--- config.mk ---
export PLATFORM = sky130hd
export DESIGN_NAME = channel_word_bit_transposer
export DESIGN_NICKNAME = d
export VERILOG_FILES = /design/src/cwbt_pkg.sv /design/src/channel_word_bit_transposer.sv /design/src/cwbt_front.sv /design/src/cwbt_group_queue.sv /design/src/cwbt_back.sv
export SDC_FILE = /design/constraint.sdc
export NUM_CORES = 2
export LEC_CHECK = 0
export BUFFER_PORTS_ARGS = -buffer_cell sky130_fd_sc_hd__buf_2
export CELL_PAD_IN_SITES_DETAIL_PLACEMENT = 1
export CELL_PAD_IN_SITES_GLOBAL_PLACEMENT = 1
export CORE_ASPECT_RATIO = 0.75
export CORE_MARGIN = 2
export CORE_UTILIZATION = 50
export CTS_CLUSTER_DIAMETER = 80
export CTS_CLUSTER_SIZE = 40
export DETAILED_ROUTE_END_ITERATION = 10
export PLACE_DENSITY = 0.77
export SLEW_MARGIN = 20
export SYNTH_ARGS = -nofsm -noshare
export SYNTH_HDL_FRONTEND = slang
export SYNTH_SLANG_ARGS = --single-unit
export TNS_END_PERCENT = 100
--- constraint.sdc ---
create_clock -name clock -period 23.8 [get_ports clock]
set_input_delay 1.19 -clock clock [delete_from_list [all_inputs] [get_ports clock]]
set_output_delay 1.19 -clock clock [all_outputs]
set_load 0.005 [all_outputs]
--- src/cwbt_pkg.sv ---
// ----------------------------------------------------------------------------
// cwbt_pkg
// Shared types and constants of the channel word to time sample transposer.
// ----------------------------------------------------------------------------
package cwbt_pkg;

   // sample and channel geometry
   localparam int SAMPLE_W     = 16;
   localparam int WORD_W       = 16;
   localparam int CHANNEL_MAX  = 16;
   localparam int CHAN_IDX_W   = 4;
   localparam int CHAN_CNT_W   = 5;
   localparam int BANK_COUNT   = 4;
   localparam int BANK_IDX_W   = 2;
   localparam int LANE_IDX_W   = 2;
   localparam int BANK_W       = 64;

   // configuration port
   localparam int CSR_INDEX_W  = 3;
   localparam int CSR_DATA_W   = 64;

   // group queue between the front and the back
   localparam int QUEUE_DEPTH  = 2;
   localparam int QPTR_W       = $clog2(QUEUE_DEPTH);
   localparam int QCNT_W       = $clog2(QUEUE_DEPTH + 1);

   // register indexes
   typedef enum logic [CSR_INDEX_W-1:0] {
      CSR_MASK_BANK_0   = 3'd0,
      CSR_MASK_BANK_1   = 3'd1,
      CSR_MASK_BANK_2   = 3'd2,
      CSR_MASK_BANK_3   = 3'd3,
      CSR_CHANNEL_COUNT = 3'd4
   } csr_index_type;

   // group queue status
   typedef struct packed {
      logic full;
      logic empty;
   } q_status_type;

endpackage

--- src/channel_word_bit_transposer.sv ---
// ----------------------------------------------------------------------------
// channel_word_bit_transposer
// Logic-analyser deinterleaver: turns round-robin channel words into time
// ordered samples, one group of SLOTS_PER_WORD samples per channel round.
// ----------------------------------------------------------------------------
//  channel | ports                                   | moves
//  --------+-----------------------------------------+---------------------
//  req     | req_valid/req_ready, req_sample_word    | one channel word
//  rsp     | rsp_valid/rsp_ready, rsp_sample_value,  | one time slot sample
//          | rsp_last_of_group                       |
//  csr     | csr_wr_en, csr_index, csr_wdata         | one register write
//
// a word is taken every cycle; the word that closes a group waits only
// while both queue entries are full
// a group leaves at one sample per cycle while rsp_ready stays high,
// through the single output register of the back end
// a closed group passes a queue entry, grp_ff and the output register
// synchronous active-high reset clears the accumulators, queue and
// channel index; masks reset to zero, channel count to sixteen
// ----------------------------------------------------------------------------
module channel_word_bit_transposer #(
   parameter int SLOTS_PER_WORD = 16
) (
   input  logic                                  clock,
   input  logic                                  reset,
   input  logic                                  csr_wr_en,
   input  logic [cwbt_pkg::CSR_INDEX_W-1:0]      csr_index,
   input  logic [cwbt_pkg::CSR_DATA_W-1:0]       csr_wdata,
   input  logic                                  req_valid,
   output logic                                  req_ready,
   input  logic [cwbt_pkg::WORD_W-1:0]           req_sample_word,
   output logic                                  rsp_valid,
   input  logic                                  rsp_ready,
   output logic [cwbt_pkg::SAMPLE_W-1:0]         rsp_sample_value,
   output logic                                  rsp_last_of_group
);
   import cwbt_pkg::*;

   logic                                         push_valid;
   logic [SLOTS_PER_WORD-1:0][SAMPLE_W-1:0]      push_group;
   logic [SLOTS_PER_WORD-1:0][SAMPLE_W-1:0]      pop_group;
   logic                                         pop_ready;
   q_status_type                                 q_status;

   // word intake and accumulation
   cwbt_front #(
      .SLOTS_PER_WORD (SLOTS_PER_WORD)
   ) u_front (
      .clock           (clock),
      .reset           (reset),
      .csr_wr_en       (csr_wr_en),
      .csr_index       (csr_index),
      .csr_wdata       (csr_wdata),
      .req_valid       (req_valid),
      .req_ready       (req_ready),
      .req_sample_word (req_sample_word),
      .push_valid      (push_valid),
      .push_group      (push_group),
      .q_status        (q_status)
   );

   // finished groups
   cwbt_group_queue #(
      .SLOTS_PER_WORD (SLOTS_PER_WORD)
   ) u_queue (
      .clock      (clock),
      .reset      (reset),
      .push_valid (push_valid),
      .push_group (push_group),
      .pop_ready  (pop_ready),
      .pop_group  (pop_group),
      .q_status   (q_status)
   );

   // sample drain
   cwbt_back #(
      .SLOTS_PER_WORD (SLOTS_PER_WORD)
   ) u_back (
      .clock             (clock),
      .reset             (reset),
      .q_status          (q_status),
      .pop_group         (pop_group),
      .pop_ready         (pop_ready),
      .rsp_valid         (rsp_valid),
      .rsp_ready         (rsp_ready),
      .rsp_sample_value  (rsp_sample_value),
      .rsp_last_of_group (rsp_last_of_group)
   );

   // front never pushes into a full queue
   a_no_overrun: assert property (@(posedge clock) disable iff (reset)
      push_valid |-> !q_status.full)
      else $error("group pushed into full queue");

   // queue cannot be full and empty at once
   a_status_sane: assert property (@(posedge clock) disable iff (reset)
      !(q_status.full && q_status.empty))
      else $error("queue status inconsistent");

   // a closed group is held in the queue on the next cycle
   a_group_held: assert property (@(posedge clock) disable iff (reset)
      push_valid |=> !q_status.empty)
      else $error("closed group lost");

endmodule

--- src/cwbt_front.sv ---
// ----------------------------------------------------------------------------
// cwbt_front
// Takes channel words, ORs the channel mask into the slot accumulators and
// hands each finished group to the queue. Also holds the config registers.
// ----------------------------------------------------------------------------
module cwbt_front #(
   parameter int SLOTS_PER_WORD = 16
) (
   input  logic                                  clock,
   input  logic                                  reset,
   // configuration writes
   input  logic                                  csr_wr_en,
   input  logic [cwbt_pkg::CSR_INDEX_W-1:0]      csr_index,
   input  logic [cwbt_pkg::CSR_DATA_W-1:0]       csr_wdata,
   // incoming words
   input  logic                                  req_valid,
   output logic                                  req_ready,
   input  logic [cwbt_pkg::WORD_W-1:0]           req_sample_word,
   // finished groups
   output logic                                  push_valid,
   output logic [SLOTS_PER_WORD-1:0][cwbt_pkg::SAMPLE_W-1:0] push_group,
   input  cwbt_pkg::q_status_type                q_status
);
   import cwbt_pkg::*;

   logic [BANK_COUNT-1:0][BANK_W-1:0]            mask_ff;
   logic [CHAN_CNT_W-1:0]                        count_ff;
   logic [CHAN_IDX_W-1:0]                        chan_ff;
   logic [CHAN_IDX_W-1:0]                        chan_in;
   logic [SLOTS_PER_WORD-1:0][SAMPLE_W-1:0]      acc_ff;
   logic [SLOTS_PER_WORD-1:0][SAMPLE_W-1:0]      acc_in;
   logic [SLOTS_PER_WORD-1:0][SAMPLE_W-1:0]      acc_sum;
   logic [SLOTS_PER_WORD-1:0]                    hit;
   logic [CHAN_CNT_W-1:0]                        eff_count;
   logic [CHAN_CNT_W-1:0]                        chan_next;
   logic [SAMPLE_W-1:0]                          chan_mask;
   logic                                         group_end;
   logic                                         accept;

   // config registers
   always_ff @(posedge clock) begin
      if (reset) begin
         mask_ff  <= '0;
         count_ff <= CHAN_CNT_W'(CHANNEL_MAX);
      end else if (csr_wr_en) begin
         unique case (csr_index)
            CSR_MASK_BANK_0:   mask_ff[0] <= csr_wdata;
            CSR_MASK_BANK_1:   mask_ff[1] <= csr_wdata;
            CSR_MASK_BANK_2:   mask_ff[2] <= csr_wdata;
            CSR_MASK_BANK_3:   mask_ff[3] <= csr_wdata;
            CSR_CHANNEL_COUNT: count_ff   <= csr_wdata[CHAN_CNT_W-1:0];
            default: ;
         endcase
      end
   end

   // zero counts as one channel, anything above sixteen as sixteen
   always_comb begin
      if (count_ff == '0) begin
         eff_count = CHAN_CNT_W'(1);
      end else if (count_ff > CHAN_CNT_W'(CHANNEL_MAX)) begin
         eff_count = CHAN_CNT_W'(CHANNEL_MAX);
      end else begin
         eff_count = count_ff;
      end
   end

   // group ends on the last channel, or beyond it if the count dropped
   assign chan_next = {1'b0, chan_ff} + CHAN_CNT_W'(1);
   assign group_end = chan_next >= eff_count;

   // mask of the current channel
   assign chan_mask = mask_ff[chan_ff[CHAN_IDX_W-1 -: BANK_IDX_W]]
                             [chan_ff[LANE_IDX_W-1:0] * SAMPLE_W +: SAMPLE_W];

   // slot s takes word bit SLOTS_PER_WORD-1-s, missing bits read as zero
   for (genvar s = 0; s < SLOTS_PER_WORD; s++) begin : g_slot
      if (SLOTS_PER_WORD - 1 - s < WORD_W) begin : g_bit
         assign hit[s] = req_sample_word[SLOTS_PER_WORD-1-s];
      end else begin : g_zero
         assign hit[s] = 1'b0;
      end
      assign acc_sum[s] = acc_ff[s] | (hit[s] ? chan_mask : '0);
   end

   // a word that ends a group needs a free queue entry
   assign req_ready  = !group_end || !q_status.full;
   assign accept     = req_valid && req_ready;
   assign push_valid = accept && group_end;
   assign push_group = acc_sum;

   // accumulator and channel index update
   always_comb begin
      acc_in  = acc_ff;
      chan_in = chan_ff;
      if (accept) begin
         if (group_end) begin
            acc_in  = '0;
            chan_in = '0;
         end else begin
            acc_in  = acc_sum;
            chan_in = chan_next[CHAN_IDX_W-1:0];
         end
      end
   end

   always_ff @(posedge clock) begin
      if (reset) begin
         acc_ff  <= '0;
         chan_ff <= '0;
      end else begin
         acc_ff  <= acc_in;
         chan_ff <= chan_in;
      end
   end

endmodule

--- src/cwbt_group_queue.sv ---
// ----------------------------------------------------------------------------
// cwbt_group_queue
// Short queue of finished sample groups between the front and the back.
// ----------------------------------------------------------------------------
module cwbt_group_queue #(
   parameter int SLOTS_PER_WORD = 16
) (
   input  logic                                  clock,
   input  logic                                  reset,
   input  logic                                  push_valid,
   input  logic [SLOTS_PER_WORD-1:0][cwbt_pkg::SAMPLE_W-1:0] push_group,
   input  logic                                  pop_ready,
   output logic [SLOTS_PER_WORD-1:0][cwbt_pkg::SAMPLE_W-1:0] pop_group,
   output cwbt_pkg::q_status_type                q_status
);
   import cwbt_pkg::*;

   logic [SLOTS_PER_WORD-1:0][SAMPLE_W-1:0]      entry_ff [QUEUE_DEPTH];
   logic [QPTR_W-1:0]                            wr_ptr_ff;
   logic [QPTR_W-1:0]                            rd_ptr_ff;
   logic [QCNT_W-1:0]                            count_ff;
   logic                                         do_push;
   logic                                         do_pop;

   assign q_status.full  = count_ff == QCNT_W'(QUEUE_DEPTH);
   assign q_status.empty = count_ff == '0;
   assign do_push = push_valid && !q_status.full;
   assign do_pop  = pop_ready && !q_status.empty;
   assign pop_group = entry_ff[rd_ptr_ff];

   // entry storage
   always_ff @(posedge clock) begin
      if (do_push) begin
         entry_ff[wr_ptr_ff] <= push_group;
      end
   end

   // pointers and fill count
   always_ff @(posedge clock) begin
      if (reset) begin
         wr_ptr_ff <= '0;
         rd_ptr_ff <= '0;
         count_ff  <= '0;
      end else begin
         if (do_push) begin
            wr_ptr_ff <= (wr_ptr_ff == QPTR_W'(QUEUE_DEPTH - 1)) ? '0 : wr_ptr_ff + 1'b1;
         end
         if (do_pop) begin
            rd_ptr_ff <= (rd_ptr_ff == QPTR_W'(QUEUE_DEPTH - 1)) ? '0 : rd_ptr_ff + 1'b1;
         end
         case ({do_push, do_pop})
            2'b10:   count_ff <= count_ff + 1'b1;
            2'b01:   count_ff <= count_ff - 1'b1;
            default: count_ff <= count_ff;
         endcase
      end
   end

endmodule

--- src/cwbt_back.sv ---
// ----------------------------------------------------------------------------
// cwbt_back
// Drains one group at a time, in time order, one slot per cycle unless
// the output stalls, via an output register; flags each group's final slot.
// ----------------------------------------------------------------------------
module cwbt_back #(
   parameter int SLOTS_PER_WORD = 16
) (
   input  logic                                  clock,
   input  logic                                  reset,
   input  cwbt_pkg::q_status_type                q_status,
   input  logic [SLOTS_PER_WORD-1:0][cwbt_pkg::SAMPLE_W-1:0] pop_group,
   output logic                                  pop_ready,
   output logic                                  rsp_valid,
   input  logic                                  rsp_ready,
   output logic [cwbt_pkg::SAMPLE_W-1:0]         rsp_sample_value,
   output logic                                  rsp_last_of_group
);
   import cwbt_pkg::*;

   localparam int SLOT_IDX_W = $clog2(SLOTS_PER_WORD);

   logic [SLOTS_PER_WORD-1:0][SAMPLE_W-1:0]      grp_ff;
   logic [SLOTS_PER_WORD-1:0][SAMPLE_W-1:0]      grp_in;
   logic [SLOT_IDX_W-1:0]                        slot_ff;
   logic [SLOT_IDX_W-1:0]                        slot_in;
   logic                                         busy_ff;
   logic                                         busy_in;
   logic                                         valid_ff;
   logic                                         valid_in;
   logic [SAMPLE_W-1:0]                          value_ff;
   logic                                         last_ff;
   logic                                         out_free;
   logic                                         emit;
   logic                                         last_slot;
   logic                                         finish;
   logic                                         load;

   // emit when the output register is empty or being taken
   assign out_free  = !valid_ff || rsp_ready;
   assign emit      = busy_ff && out_free;
   assign last_slot = slot_ff == SLOT_IDX_W'(SLOTS_PER_WORD - 1);
   assign finish    = emit && last_slot;
   assign pop_ready = !busy_ff || finish;
   assign load      = pop_ready && !q_status.empty;

   // group shift register, slot counter and busy flag
   always_comb begin
      grp_in  = grp_ff;
      slot_in = slot_ff;
      busy_in = busy_ff;
      if (load) begin
         grp_in  = pop_group;
         slot_in = '0;
         busy_in = 1'b1;
      end else if (emit) begin
         for (int s = 0; s < SLOTS_PER_WORD - 1; s++) begin
            grp_in[s] = grp_ff[s+1];
         end
         slot_in = slot_ff + 1'b1;
         busy_in = !last_slot;
      end
   end

   assign valid_in = out_free ? emit : 1'b1;

   always_ff @(posedge clock) begin
      if (reset) begin
         busy_ff  <= 1'b0;
         slot_ff  <= '0;
         valid_ff <= 1'b0;
      end else begin
         busy_ff  <= busy_in;
         slot_ff  <= slot_in;
         valid_ff <= valid_in;
      end
   end

   // payload registers
   always_ff @(posedge clock) begin
      grp_ff <= grp_in;
      if (emit) begin
         value_ff <= grp_ff[0];
         last_ff  <= last_slot;
      end
   end

   assign rsp_valid         = valid_ff;
   assign rsp_sample_value  = value_ff;
   assign rsp_last_of_group = last_ff;

endmodule

==> key figures <==
Global routing
  – First-pass GRT wire length: 204,500 um
  – GRT overflow: 0
  – Global-route usage over all layers: 26.13%
  – Vias in the first global route: 32,430
  – Largest net degree at the start of global routing: between 200 and 250
  – Initial antenna violation count: 8

Worst hold path
  – Hold Crit Class: flop to flop

Die
  – Std cell rows: 100
  – Die Ht: 279.4 um
  – I/O Pins: approximately 110
  – Die W: about 370 um
  – Full die area: approximately 100,000 um2
  – Initial Utilization: 50.72%
  – Core Area: 99,720 um2

Synthesis
  – Most frequent cells after synthesis: 785 x edfxtp_1, 778 x nand2_1, 532 x dfxtp_1
  – Post-synthesis sequential area ratio: between 60% and 70%
  – Area share of the largest cell type after synthesis: 46.61%
  – Mapped Avg Cell Area: 12.84 um2
  – Netlist cell types: 41
  – Synth area leaders: edfxtp_1 47%, dfxtp_1 21%, nand2_1 5.8%
  – Main synth FF type: edfxtp_1
  – Synth Register Bits: 1,317
  – Ys async rst share: 0%
  – Dominant cell by count in the synthesized netlist: edfxtp_1
  – Synthesized instance count: between 3,000 and 4,000
  – Cell taking the most area after synthesis: edfxtp_1
  – Synthesis Warnings: 0
  – Post-synth EDFFs: 785
  – Syn nets: 4,034
  – Synth Cell Area: about 50,000 um2

Drt
  – Via count: 31,580
  – Final ANT Viol Nets: 0
  – DRT Pass-1 Iters: 7
  – DR iter-0 viols: 3,154
  – Final WL: 136,700 um
  – Avg Vias per Cell: between 6 and 7
  – Residual DRC count: 0
  – Routed len/inst: 26.35 um

Placed design
  – Setup WS pre-CTS: 18.36 ns
  – Post-Place Cells: around 5,100
  – Placed cell areas: around 52,000 um2
  – DP HPWL: between 70,000 and 80,000 um
  – RD Place Congestion: a little under 0.8
  – Input/output buffers: between 100 and 150

Clock tree
  – Setup bufs post-CTS: 0
  – CTS tree: yes
  – Worst-Skew Late Latency: 0.70 ns
  – Clk sinks: approximately 1,300
  – Worst-case clock buffer depth: 3
  – Root Driver: clkbuf_16
  – Worst-path clk slew: 0.14 ns
  – CTS Hold Buffers Added: 0
  – TritonCTS buffer count: 42
  – H-tree Lvls: 2
  – PostCTS Resize Cnt: 0

Cells and area
  – Nets: between 3,000 and 4,000
  – Post-route cell area: 53,590 um2
  – Share of layout cells above drive strength 1: a little under a tenth
  – Area Overhead vs Synth: 5.957%
  – Post-route insts no fill: just over 5,000
  – Fillers: 9,872
  – Fin util: 53.74%

Timing
  – Worst setup margin: around 18 ns
  – Final Critical Period: 5.443 ns
  – Setup_tns: 0 ns
  – Worst Max-Slew Pin Slew: 1.198 ns
  – RSZ-0062 raised after global routing: no
  – Setup Viol. Count Final: 0
  – Fin crit share: 22.87%
  – Max Slew Vio Count: 0
  – F_max: between 150 and 200 MHz
  – Clock Skew: about 0.054 ns
  – Relative slew slack: about a fifth
  – Final hold slack: approximately 0.44 ns
  – Final Hold Vio Count: 0

Worst setup path
  – Worst Path Arrival: between 4 and 5 ns
  – CP endpoint kind: output pin
  – CP delay by family, top: buffers and inverters
  – Stages on worst setup path: 8
  – Launch point of the worst path: u_front.chan_ff[2]
  – Worst Setup EP: req_ready
  – Path depth of the worst reg2reg path: 10
  – CP startpoint kind: flop
  – Worst Setup Path Type: flop to output pin
  – Max stage delay cell, worst path: dfxtp_2
  – Largest fanout on the critical path: 48
  – Req. time, crit path: about 23 ns
  – RR Endpoint: u_front.acc_ff[173]
  – Crit path buf inv count: 2
  – FF-to-FF setup slack: 18.39 ns
  – CP max stage delay: 0.78 ns
  – CP cell instances: buf_4 -> nand3_1 -> xnor2_1 -> ha_1 -> a21o_1 -> a21oi_1 -> or2_2 -> buf_2
  – Reg2Reg Launch Point: u_front.chan_ff[2]

Status
  – Status: finished clean

Pwr
  – Total power: 5.222 mW
  – LEAKAGE: 19.79 nW
  – Peak VDD IR: 0.1111 mV
  – Pwr/cell area: 97.46 nW/um2

Run
  – Max_cap viols: 0
report_power, final:
group          internal, mW  switching [mW]
logic                 0.327           0.767
clock network         0.394           0.705
registers              2.90           0.134
logic make-up (layout without fill, tap and decap cells):
kind of cell	after synthesis	count (layout)	share of synthesized area, %
mux	326	326	8.075
simple gates	851	851	6.517
compound gates	1096	1096	14.69
flops	1317	1317	67.67
xor+xnor	8	8	0.1385
other cells	0	7	0
buf+inv	332	249	2.716
fa+ha+maj	8	8	0.1979
routing by layer:
layer / GRT usage [%] / routed length [um]
met1: 38.00 / 61710
met5: 0 / 8
met3: 4.379 / 8788
met4: 4.817 / 1918
met2: 41.71 / 64280
how the worst min path moves through the flow:
stage / depth (start not counted) / endpoint / slack [ns] / startpoint
2_1_floorplan: 0 / u_back.rsp_sample_value[0] / 0.40 / u_back.grp_ff[0]
3_5_place_dp: 0 / u_back.rsp_sample_value[14] / 0.41 / u_back.grp_ff[14]
6_report: 0 / u_back.rsp_sample_value[5] / 0.44 / u_back.grp_ff[5]
3_3_place_gp: 0 / u_back.rsp_sample_value[2] / 0.40 / u_back.grp_ff[2]
5_1_grt: 0 / u_back.rsp_sample_value[2] / 0.45 / u_back.grp_ff[2]
4_1_cts: 0 / u_back.rsp_sample_value[14] / 0.44 / u_back.grp_ff[14]
final cells by class:
class | instances | area, um2 | area share, %
Timing Repair Buffer | 167 | 1080 | 2.015
Clock inverter | 13 | 225.2 | 0.4203
Inverter | 5 | 18.77 | 0.03502
Antenna cell | 7 | 17.52 | 0.03269
Clock buffer | 64 | 1229 | 2.293
Multi-Input combinational cell | 2289 | 15130 | 28.23
Tap cell | 1326 | 1659 | 3.096
Sequential cell | 1317 | 34230 | 63.88
sequential cells by signal, indices dropped and copies added, names as in the netlist, 2 cells and up, named ones only:
| signal | cells |
|---|---|
| u_queue.entry_ff | 512 |
| u_back.grp_ff | 256 |
| u_front.acc_ff | 256 |
| u_front.mask_ff | 256 |
| u_back.rsp_sample_value | 16 |
| u_front.count_ff | 5 |
| u_back.slot_ff | 4 |
| u_front.chan_ff | 4 |
| u_queue.count_ff | 2 |
layout by cell type (no fill, tap or decap), drive strengths merged, types with 4 or more instances in the layout:
cell,n
clkinv,6
dfxtp,532
o21ai,260
nor3,23
diode,7
mux2,16
or2,5
inv,11
mux4,64
nand2,778
buf,166
a22o,34
a221o,16
clkbuf,65
a21o,260
nor2b,5
mux2i,246
xnor2,4
ha,8
o2bb2ai,240
edfxtp,785
nand3,5
xor2,4
nor2,19
a221oi,16
a21oi,264
No activity file was read; power rests on OpenSTA's default activity.
